$ cat src/hdl/ptrs_pkg.sv
package ptrs_pkg;

   // Phase codes as they appear on the result channel.
   localparam logic [2:0] PHASE_IDLE     = 3'd0;
   localparam logic [2:0] PHASE_DEBOUNCE = 3'd1;
   localparam logic [2:0] PHASE_FIRST    = 3'd2;
   localparam logic [2:0] PHASE_SENSOR   = 3'd3;
   localparam logic [2:0] PHASE_LAST     = 3'd4;

   // Register indexes on the configuration port (byte address is 4 times the index).
   localparam int unsigned CsrAddrWidth = 5;
   localparam logic [2:0] REG_HALF_PERIOD = 3'd0;
   localparam logic [2:0] REG_DEBOUNCE    = 3'd1;
   localparam logic [2:0] REG_R1_ON       = 3'd2;
   localparam logic [2:0] REG_R1_OFF      = 3'd3;
   localparam logic [2:0] REG_R2_ON       = 3'd4;
   localparam logic [2:0] REG_R2_OFF      = 3'd5;

   // Register reset values.
   localparam logic [15:0] HALF_PERIOD_RESET = 16'd500;
   localparam logic [15:0] DEBOUNCE_RESET    = 16'd50;
   localparam logic [7:0]  R1_ON_RESET       = 8'd2;
   localparam logic [7:0]  R1_OFF_RESET      = 8'd3;
   localparam logic [7:0]  R2_ON_RESET       = 8'd2;
   localparam logic [7:0]  R2_OFF_RESET      = 8'd8;

   // Sequencer state, one-hot.
   typedef enum logic [4:0] {
      ST_IDLE     = 5'b00001,
      ST_DEBOUNCE = 5'b00010,
      ST_FIRST    = 5'b00100,
      ST_SENSOR   = 5'b01000,
      ST_LAST     = 5'b10000
   } seq_state_type;

   // One result item.
   typedef struct packed {
      logic       relay1_n;
      logic       relay2_n;
      logic [2:0] phase;
   } result_type;

   // Maps the one-hot state onto the external phase code.
   function automatic logic [2:0] phase_code(seq_state_type st);
      logic [2:0] code;
      unique case (st)
         ST_DEBOUNCE: code = PHASE_DEBOUNCE;
         ST_FIRST:    code = PHASE_FIRST;
         ST_SENSOR:   code = PHASE_SENSOR;
         ST_LAST:     code = PHASE_LAST;
         default:     code = PHASE_IDLE;
      endcase
      return code;
   endfunction

endpackage

$ cat src/hdl/pedal_triggered_relay_sequencer.sv
// Pedal-triggered relay sequencer.
// Each transfer on the req_ channel is one millisecond sample of the pedal and
// sensor levels, both active low. Every accepted sample produces exactly one
// result transfer on the rsp_ channel carrying both relay drives (active low)
// and the phase code after that sample has been applied.
// Each result is registered, in the output register or behind it in the skid register.
// Throughput is one sample per cycle while req_stall is low; the state
// update is a single pass of counter and compare logic from the state registers.
// When the receiver stalls, one more sample is still taken into a skid register;
// req_stall rises only while that skid register is full, and drops again as soon
// as the receiver takes the waiting result.
// Reset (synchronous, active high) returns the sequencer to idle with both
// relays off, clears all counters and empties the result registers. The
// configuration registers return to their defaults (500 ms tick, 50 ms debounce,
// relay 1 on/off at 2/3, relay 2 on/off at 2/8). The user must write configuration
// via the csr_ port only while no samples are in flight; the block does not enforce it.
module pedal_triggered_relay_sequencer
   import ptrs_pkg::*;
(
   input  logic                    clock,
   input  logic                    reset,
   // Sample channel.
   input  logic                    req_valid,
   output logic                    req_stall,
   input  logic                    req_pedal_n,
   input  logic                    req_sensor_n,
   // Result channel.
   output logic                    rsp_valid,
   input  logic                    rsp_stall,
   output logic                    rsp_relay1_n,
   output logic                    rsp_relay2_n,
   output logic [2:0]              rsp_phase,
   // Configuration port.
   input  logic                    csr_psel,
   input  logic                    csr_penable,
   input  logic                    csr_pwrite,
   input  logic [CsrAddrWidth-1:0] csr_paddr,
   input  logic [31:0]             csr_pwdata,
   output logic [31:0]             csr_prdata,
   output logic                    csr_pready
);

   // Configuration registers.
   logic [15:0] half_period_ff;
   logic [15:0] debounce_ff;
   logic [7:0]  r1_on_ff;
   logic [7:0]  r1_off_ff;
   logic [7:0]  r2_on_ff;
   logic [7:0]  r2_off_ff;

   // Sequencer state.
   seq_state_type state_ff, state_in;
   logic [15:0]   elapsed_ff, elapsed_in;
   logic [15:0]   debounce_left_ff, debounce_left_in;
   logic [7:0]    half_ticks_ff, half_ticks_in;
   logic          count_enable_ff, count_enable_in;
   logic          relay1_ff, relay1_in;
   logic          relay2_ff, relay2_in;

   // Output and skid registers.
   logic       out_valid_ff;
   result_type out_ff;
   logic       skid_valid_ff;
   result_type skid_ff;

   logic       csr_write;
   logic [2:0] csr_index;
   logic       accept;
   logic       pop;
   result_type result;

   // Intermediate values of the single update pass.
   logic [15:0] idle_elapsed;
   logic [15:0] run_elapsed;
   logic        tick;
   logic [7:0]  run_ticks;
   logic [15:0] debounce_dec;
   logic        pedal_low;
   logic        sensor_low;
   logic        sensor_count;

   assign csr_pready = 1'b1;
   assign csr_write  = csr_psel && csr_penable && csr_pwrite && csr_pready;
   assign csr_index  = csr_paddr[CsrAddrWidth-1:2];

   // Configuration writes.
   always_ff @(posedge clock) begin
      if (reset) begin
         half_period_ff <= HALF_PERIOD_RESET;
         debounce_ff    <= DEBOUNCE_RESET;
         r1_on_ff       <= R1_ON_RESET;
         r1_off_ff      <= R1_OFF_RESET;
         r2_on_ff       <= R2_ON_RESET;
         r2_off_ff      <= R2_OFF_RESET;
      end else if (csr_write) begin
         unique case (csr_index)
            REG_HALF_PERIOD: half_period_ff <= csr_pwdata[15:0];
            REG_DEBOUNCE:    debounce_ff    <= csr_pwdata[15:0];
            REG_R1_ON:       r1_on_ff       <= csr_pwdata[7:0];
            REG_R1_OFF:      r1_off_ff      <= csr_pwdata[7:0];
            REG_R2_ON:       r2_on_ff       <= csr_pwdata[7:0];
            REG_R2_OFF:      r2_off_ff      <= csr_pwdata[7:0];
            default: ;
         endcase
      end
   end

   // Register readback.
   always_comb begin
      unique case (csr_index)
         REG_HALF_PERIOD: csr_prdata = {16'd0, half_period_ff};
         REG_DEBOUNCE:    csr_prdata = {16'd0, debounce_ff};
         REG_R1_ON:       csr_prdata = {24'd0, r1_on_ff};
         REG_R1_OFF:      csr_prdata = {24'd0, r1_off_ff};
         REG_R2_ON:       csr_prdata = {24'd0, r2_on_ff};
         REG_R2_OFF:      csr_prdata = {24'd0, r2_off_ff};
         default:         csr_prdata = 32'd0;
      endcase
   end

   // Handshakes: the skid register being full is the only reason to stall.
   assign req_stall = skid_valid_ff;
   assign accept    = req_valid && !req_stall;
   assign pop       = out_valid_ff && !rsp_stall;

   assign pedal_low  = !req_pedal_n;
   assign sensor_low = !req_sensor_n;

   // Millisecond counter outside a run saturates at the period.
   assign idle_elapsed = (elapsed_ff >= half_period_ff) ? half_period_ff
                                                        : elapsed_ff + 16'd1;

   // Millisecond counter inside a run, with the tick and half-tick count.
   always_comb begin
      run_elapsed = (elapsed_ff != 16'hFFFF) ? elapsed_ff + 16'd1 : elapsed_ff;
      tick        = (run_elapsed >= half_period_ff);
      run_ticks   = half_ticks_ff;
      if (tick) begin
         run_elapsed = 16'd0;
         run_ticks   = count_enable_ff ? 8'(half_ticks_ff + 8'd1) : 8'd0;
      end
   end

   assign debounce_dec = (debounce_left_ff != 16'd0) ? debounce_left_ff - 16'd1
                                                     : debounce_left_ff;
   assign sensor_count = count_enable_ff || sensor_low;

   // Next state for one sample.
   always_comb begin
      state_in         = state_ff;
      elapsed_in       = elapsed_ff;
      debounce_left_in = debounce_left_ff;
      half_ticks_in    = half_ticks_ff;
      count_enable_in  = count_enable_ff;
      relay1_in        = relay1_ff;
      relay2_in        = relay2_ff;
      unique case (state_ff) inside
         ST_DEBOUNCE: begin
            elapsed_in       = idle_elapsed;
            debounce_left_in = debounce_dec;
            if (debounce_dec == 16'd0) begin
               if (pedal_low) begin
                  count_enable_in = 1'b1;
                  state_in        = ST_FIRST;
               end else begin
                  state_in = ST_IDLE;
               end
            end
         end
         ST_FIRST, ST_LAST: begin
            // Relay 1 pulse; off wins over on when both counts match.
            elapsed_in    = run_elapsed;
            half_ticks_in = run_ticks;
            if (run_ticks == r1_on_ff) begin
               relay1_in = 1'b0;
            end
            if (run_ticks == r1_off_ff) begin
               relay1_in = 1'b1;
            end
            if (run_ticks > r1_off_ff) begin
               count_enable_in = 1'b0;
               half_ticks_in   = 8'd0;
               state_in        = (state_ff == ST_FIRST) ? ST_SENSOR : ST_IDLE;
            end
         end
         ST_SENSOR: begin
            // Counting latches on at the first sensor hit.
            elapsed_in      = run_elapsed;
            half_ticks_in   = run_ticks;
            count_enable_in = sensor_count;
            if (sensor_count) begin
               if (run_ticks == r2_on_ff) begin
                  relay2_in = 1'b0;
               end
               if (run_ticks == r2_off_ff) begin
                  relay2_in     = 1'b1;
                  half_ticks_in = 8'd0;
                  state_in      = ST_LAST;
               end
            end
         end
         default: begin
            state_in   = ST_IDLE;
            elapsed_in = idle_elapsed;
            if (pedal_low) begin
               debounce_left_in = debounce_ff;
               state_in         = ST_DEBOUNCE;
            end
         end
      endcase
   end

   assign result.relay1_n = relay1_in;
   assign result.relay2_n = relay2_in;
   assign result.phase    = phase_code(state_in);

   // State registers advance once per accepted sample.
   always_ff @(posedge clock) begin
      if (reset) begin
         state_ff         <= ST_IDLE;
         elapsed_ff       <= 16'd0;
         debounce_left_ff <= 16'd0;
         half_ticks_ff    <= 8'd0;
         count_enable_ff  <= 1'b0;
         relay1_ff        <= 1'b1;
         relay2_ff        <= 1'b1;
      end else if (accept) begin
         state_ff         <= state_in;
         elapsed_ff       <= elapsed_in;
         debounce_left_ff <= debounce_left_in;
         half_ticks_ff    <= half_ticks_in;
         count_enable_ff  <= count_enable_in;
         relay1_ff        <= relay1_in;
         relay2_ff        <= relay2_in;
      end
   end

   // Output register with a skid register behind it.
   always_ff @(posedge clock) begin
      if (reset) begin
         out_valid_ff  <= 1'b0;
         skid_valid_ff <= 1'b0;
      end else if (skid_valid_ff) begin
         if (pop) begin
            out_ff        <= skid_ff;
            skid_valid_ff <= 1'b0;
         end
      end else if (accept) begin
         if (!out_valid_ff || pop) begin
            out_ff       <= result;
            out_valid_ff <= 1'b1;
         end else begin
            skid_ff       <= result;
            skid_valid_ff <= 1'b1;
         end
      end else if (pop) begin
         out_valid_ff <= 1'b0;
      end
   end

   assign rsp_valid    = out_valid_ff;
   assign rsp_relay1_n = out_ff.relay1_n;
   assign rsp_relay2_n = out_ff.relay2_n;
   assign rsp_phase    = out_ff.phase;

   // The skid register only fills behind a waiting result.
   assert property (@(posedge clock) disable iff (reset) skid_valid_ff |-> out_valid_ff)
      else $error("skid register holds a result while the output register is empty");

   // Relay 2 is energized only during the sensor phase.
   assert property (@(posedge clock) disable iff (reset)
      !relay2_ff |-> (state_ff == ST_SENSOR))
      else $error("relay 2 energized outside the sensor phase");

   // Reported phase codes stay within the defined range.
   assert property (@(posedge clock) disable iff (reset)
      out_valid_ff |-> (out_ff.phase <= PHASE_LAST))
      else $error("result carries an undefined phase code");

   // A result that waits while another sample arrives lands in the skid register.
   assert property (@(posedge clock) disable iff (reset)
      (accept && out_valid_ff && rsp_stall) |=> skid_valid_ff)
      else $error("sample accepted under stall was not captured");

   // Reset empties the result path.
   assert property (@(posedge clock) reset |=> !out_valid_ff && !skid_valid_ff)
      else $error("result registers not empty after reset");

endmodule

$ cat config.mk
export PLATFORM = sky130hd
export DESIGN_NAME = pedal_triggered_relay_sequencer
export DESIGN_NICKNAME = d
export VERILOG_FILES = /design/src/hdl/ptrs_pkg.sv /design/src/hdl/pedal_triggered_relay_sequencer.sv
export SDC_FILE = /design/constraint.sdc
export NUM_CORES = 1
export LEC_CHECK = 0
export ABC_AREA = 1
export BUFFER_PORTS_ARGS = -buffer_cell sky130_fd_sc_hd__buf_4
export CORE_ASPECT_RATIO = 1.25
export CORE_MARGIN = 1.5
export CORE_UTILIZATION = 63
export CTS_BUF_LIST = sky130_fd_sc_hd__clkbuf_16
export CTS_CLUSTER_SIZE = 14
export DETAILED_ROUTE_END_ITERATION = 16
export PLACE_DENSITY_LB_ADDON = 0.2
export SLEW_MARGIN = 20
export SYNTH_ARGS = -nofsm -noshare
export SYNTH_HDL_FRONTEND = slang
export SYNTH_SLANG_ARGS = --single-unit
$ cat constraint.sdc
create_clock -name clock -period 9.36 [get_ports clock]
set_clock_uncertainty 0.1 [all_clocks]
set_input_delay 1.872 -clock clock [delete_from_list [all_inputs] [get_ports clock]]
set_output_delay 1.872 -clock clock [all_outputs]
set_load 0.02 [all_outputs]
# Word level (Yosys, flattened, before mapping)
# Index checks and enable logic that the tools add are counted.
[totals]
reg_bits = 124
inputBits = 46
out_inout_bits = 40
word_cells = 132
[op_classes]
add_sub_neg = 3
magnitude_cmp = 3
n_eq_ne = 24
muxes = 45
n_bitwise = 4
n_reduce_logical = 32
[ops]
columns = ["cell", "n"]
rows = [
  ["two-way mux 16 bit", 6],
  ["case mux 16 bit (6 select lines)", 1],
  ["two-way mux 5 bit", 8],
  ["two-way mux 8 bit", 5],
  ["equality test 8 bit", 4],
  [">= comparator 16 bit", 2],
  ["case mux 16 bit (2 select lines)", 1],
  ["two-way mux 1 bit", 17],
  ["adder 16 x 1 -> 16 bit, second input constant", 1],
  ["zero test 16 bit", 1],
  ["inequality test 16 bit, second input constant", 1],
  ["case mux 8 bit (2 select lines)", 1],
  ["nonzero test 16 bit", 1],
  ["subtractor 16 x 1 -> 16 bit, second input constant", 1],
  ["case mux 5 bit (3 select lines)", 1],
  ["AND reduction 2 bit", 7],
  ["case mux 3 bit (4 select lines)", 1],
  ["equality test 5 x 2 -> 1 bit, second input constant", 2],
  ["equality test 5 x 3 -> 1 bit, second input constant", 2],
  ["equality test 5 x 4 -> 1 bit, second input constant", 2],
  ["equality test 5 bit, second input constant", 2],
  ["adder 8 x 1 -> 8 bit, second input constant", 1],
  ["> comparator 8 bit", 1],
  ["inequality test 2 x 1 -> 1 bit, second input constant", 4],
  ["other kinds (20)", 38],
]

# Logic depth before layout (Yosys ltp)
[depth]
ltp_word = 13
depth_mapped = 37
mapped_depth_nobuf = 36

# Worst setup path before layout
# OpenSTA, ideal clock, no wires.
[synth_path]
path_kind = "in2out"
start = "in csr_paddr[2]"
end = "out csr_prdata[0]"
arrival_time_ns = 2.851
required_ns = 7.388
path_slack_ns = 4.537
stages = 3
n_path_buf = 0
path_cell_list = "nor3_1 a22oi_1 o211ai_1"
[synth_between]
elab_chain_len = 2
[synth_lines]
columns = ["element", "line", "text"]
rows = [
  ["from (decl)", "pedal_triggered_relay_sequencer.sv:37", "input logic [CsrAddrWidth-1:0] csr_paddr,"],
  ["equality test 3 bit (tied with other cells)", "pedal_triggered_relay_sequencer.sv:110", "unique case (csr_index)"],
  ["case mux 16 bit (6 select lines) (*)", "pedal_triggered_relay_sequencer.sv:110", ""],
  ["to (decl)", "pedal_triggered_relay_sequencer.sv:39", "output logic [31:0] csr_prdata,"],
]
# Mark *: on every way between the ends. The rest lies on a longest branch, timed or not.

==> reports/results.ini <==
[logic_synthesis]
synth_cell_types = 52
yosysWarnings = 0
syn_area_mm2 = 0.008194
synth_seq_area_share_pct = 31.52
ys_ff_latch = 124
syn_avg_cell_area_um2 = 6.772
yosys.area.top_type = dfxtp_1
synthTopCellsByArea = dfxtp_1 (28%), nand2_1 (12%), a21oi_1 (7.3%)
synth_top_area_share_pct = 27.85
synth_cells = 1210

[clock_tree]
cts_resized = 0
cts.sinks = 124
cts_hold_buf = 0
cts_buffers = 17
worstSkewPairLatency_ns = 0.42
cts_root_buf = clkbuf_16
cts_tree = done
clk_pin_slew_ns = 0.06
htreeDepth = 4
cts_buffer_depth = 2
post_cts_buffers = 0

[sta]
hold_viol = 0
drv_slew = 0
tightest_slew_ns = 1.078
min_period_ns = 5.749
setup_viol = 0
setup_ws_ns = 3.611
rsz0062_at_grt = false
finalCritPeriodShare_pct = 61.42
timing.fmax_mhz = 174.0
tns_ns = 0
max_slew_margin_pct = 27.58

[detailed_routing]
ant_nets = 0
vias = 8328
avgViaCountPerCell = 5.881
drc = 0
avgRoutedWirePerCell_um = 16.13
firstDrtPassIters = 6
drt_iter0_markers = 618
routed_wl_um = 22840

[hold_path]
min_path_type = reg2reg

[job]
cap_violations = 0

[worst_setup_path]
critPathCaptureType = register
cpMostUsedCell = nand2_1
cpPeakStageDelay_ns = 0.43
crit_arrival_ns = 5.82
start_kind = register
crit_required_ns = 9.43
cpMaxStageDelayCell = dfxtp_1
timing_worst_setup_path_type = reg2reg
critPathMaxFanout = 15

[power_and_ir_drop]
powerDensity_mw_per_mm2 = 189.3
ir_worst_vdd_v = 0.0001294
p_leak_nw = 4.133
finalPower_mw = 1.724

[layout]
nFillCells = 1084
num-nets-final = 1324
area_growth_pct = 11.18
n_antenna_cell = 0
layout-drive-gt1-share_pct = 10.74
final_area_mm2 = 0.009110

[place]
dp_hpwl_um = 16300
gp_congestion = 0.9655
placed_area_mm2 = 0.008514
place_ws_ns = 3.747
port_buffers = 50

[floorplan]
pin_count = 86
rows = 46
fp.dieH_um = 130.5
start_util_pct = 64.42
dieArea_mm2 = 0.01370
coreArea_mm2 = 0.01272
die_x_um = 105.0

[global_routing]
grt_busiest_layer = met2
overflow = 0
grt_pass1_vias = 7723
use_met3_pct = 4.563
grt_pass1_wl_um = 37080
grtUsageTotal_pct = 34.07
grt_max_degree = 80
grt_antenna_before_repair = 0
grt_use_met2_pct = 59.52
use_met1_pct = 41.29

[status]
status = finished clean

-- state kept, by name, summed over array words and instances (netlist names) --
name              count
debounce_ff          16
debounce_left_ff     16
elapsed_ff           16
half_period_ff       16
half_ticks_ff         8
r1_off_ff             8
r1_on_ff              8
r2_off_ff             8
r2_on_ff              8
skid_ff               5
state_ff              5
rsp_phase             3
count_enable_ff       1
relay1_ff             1
relay2_ff             1
req_stall             1
rsp_relay1_n          1
rsp_relay2_n          1
rsp_valid             1
-- Yosys cell counts (all sizes together) --
cell type	n
clkbuf	33
o211ai	21
dfxtp	114
o21a	2
or2	1
a211oi	1
o21bai	1
nand2	279
inv	140
a21oi	120
edfxtp	10
a21boi	1
o22ai	8
nor2	127
and2	1
xnor2	6
o221ai	1
a221oi	14
nor3	15
clkinv	1
o32ai	1
a22o	1
nand3b	4
nor4	1
xor2	20
a31o	1
a31oi	13
a22oi	8
nand4	8
nor3b	1
conb	2
nand3	71
o21ai	111
ha	43
buf	29
-- path summary, 6_finish.rpt --
check                start         end  slack, ns  cells past startpoint
min reg2reg      relay2_ff   relay2_ff       0.38                      2
max          elapsed_ff[1]  skid_ff[1]       3.61                     28
min              relay2_ff   relay2_ff       0.38                      2
max reg2reg  elapsed_ff[1]  skid_ff[1]       3.61                     28
-- where the power goes --
| part | leakage [nW] | switching, mW | internal, mW |
|---|---|---|---|
| combinational | 2.82 | 0.320 | 0.156 |
| clock | 0.299 | 0.255 | 0.408 |
| sequential | 1.02 | 0.0266 | 0.559 |
-- logic make-up after synthesis --
| family | count (synthesis) | synth area share [%] |
|---|---|---|
| simple gates | 508 | 27.32 |
| compound gates | 304 | 20.98 |
| buf+inv | 203 | 10.66 |
| flops | 124 | 31.52 |
| xor+xnor | 26 | 2.871 |
| fa+ha+maj | 43 | 6.566 |
| other cells | 2 | 0.09165 |
-- critical path: cells and delay by family (launching register included) --
family | cells | cell delay, ns
buffers and inverters | 3 | 0.45
AOI/OAI and AO/OA | 2 | 0.48
adders and majority gates | 3 | 0.72
and+or+nand+nor | 20 | 3.30
DFF | 1 | 0.43
-- cell usage in the layout, fill, tap and decap left out, types with 11 or more instances in the layout --
cell and count:
xor2_1 19, nand2_2 17, inv_1 137, a31oi_1 13, nand2_1 261, o211ai_1 21, a21oi_1 119, buf_4 53
o21ai_0 103, clkbuf_16 18, dfxtp_1 114, nand3_1 64, nor3_1 11, ha_1 43, conb_1 17, a221oi_1 14
nor2_1 120
-- per-stage QoR --
stage               hold slack, ns  std cells  utilization, %
floorplan                   0.3409       1225               -
global route                0.3985       1416           71.62
finish                      0.3809       1416           71.62
CTS                         0.3741       1416           71.61
detailed placement          0.3604       1384           66.94
global placement            0.3510       1384           66.94
-- final cells by class --
type	instances	area, um2	area share, %
tap	168	210.2	2.307
timing repair buffer	53	397.9	4.368
sequential	124	2582	28.35
clock inverter	14	143.9	1.579
multi-input combinational	898	4795	52.63
clock buffer	18	450.4	4.944
inverter	141	530.5	5.823
-- per-layer routing --
layer / part of all wire, % / vias to the layer above
met3: 8.1 / 71
met1: 39 / 3773
met4: 3.9 / 0
met2: 49 / 422
li1: - / 4062
met5: 0 / -
Note: power is estimated with default switching activity, not from simulation.
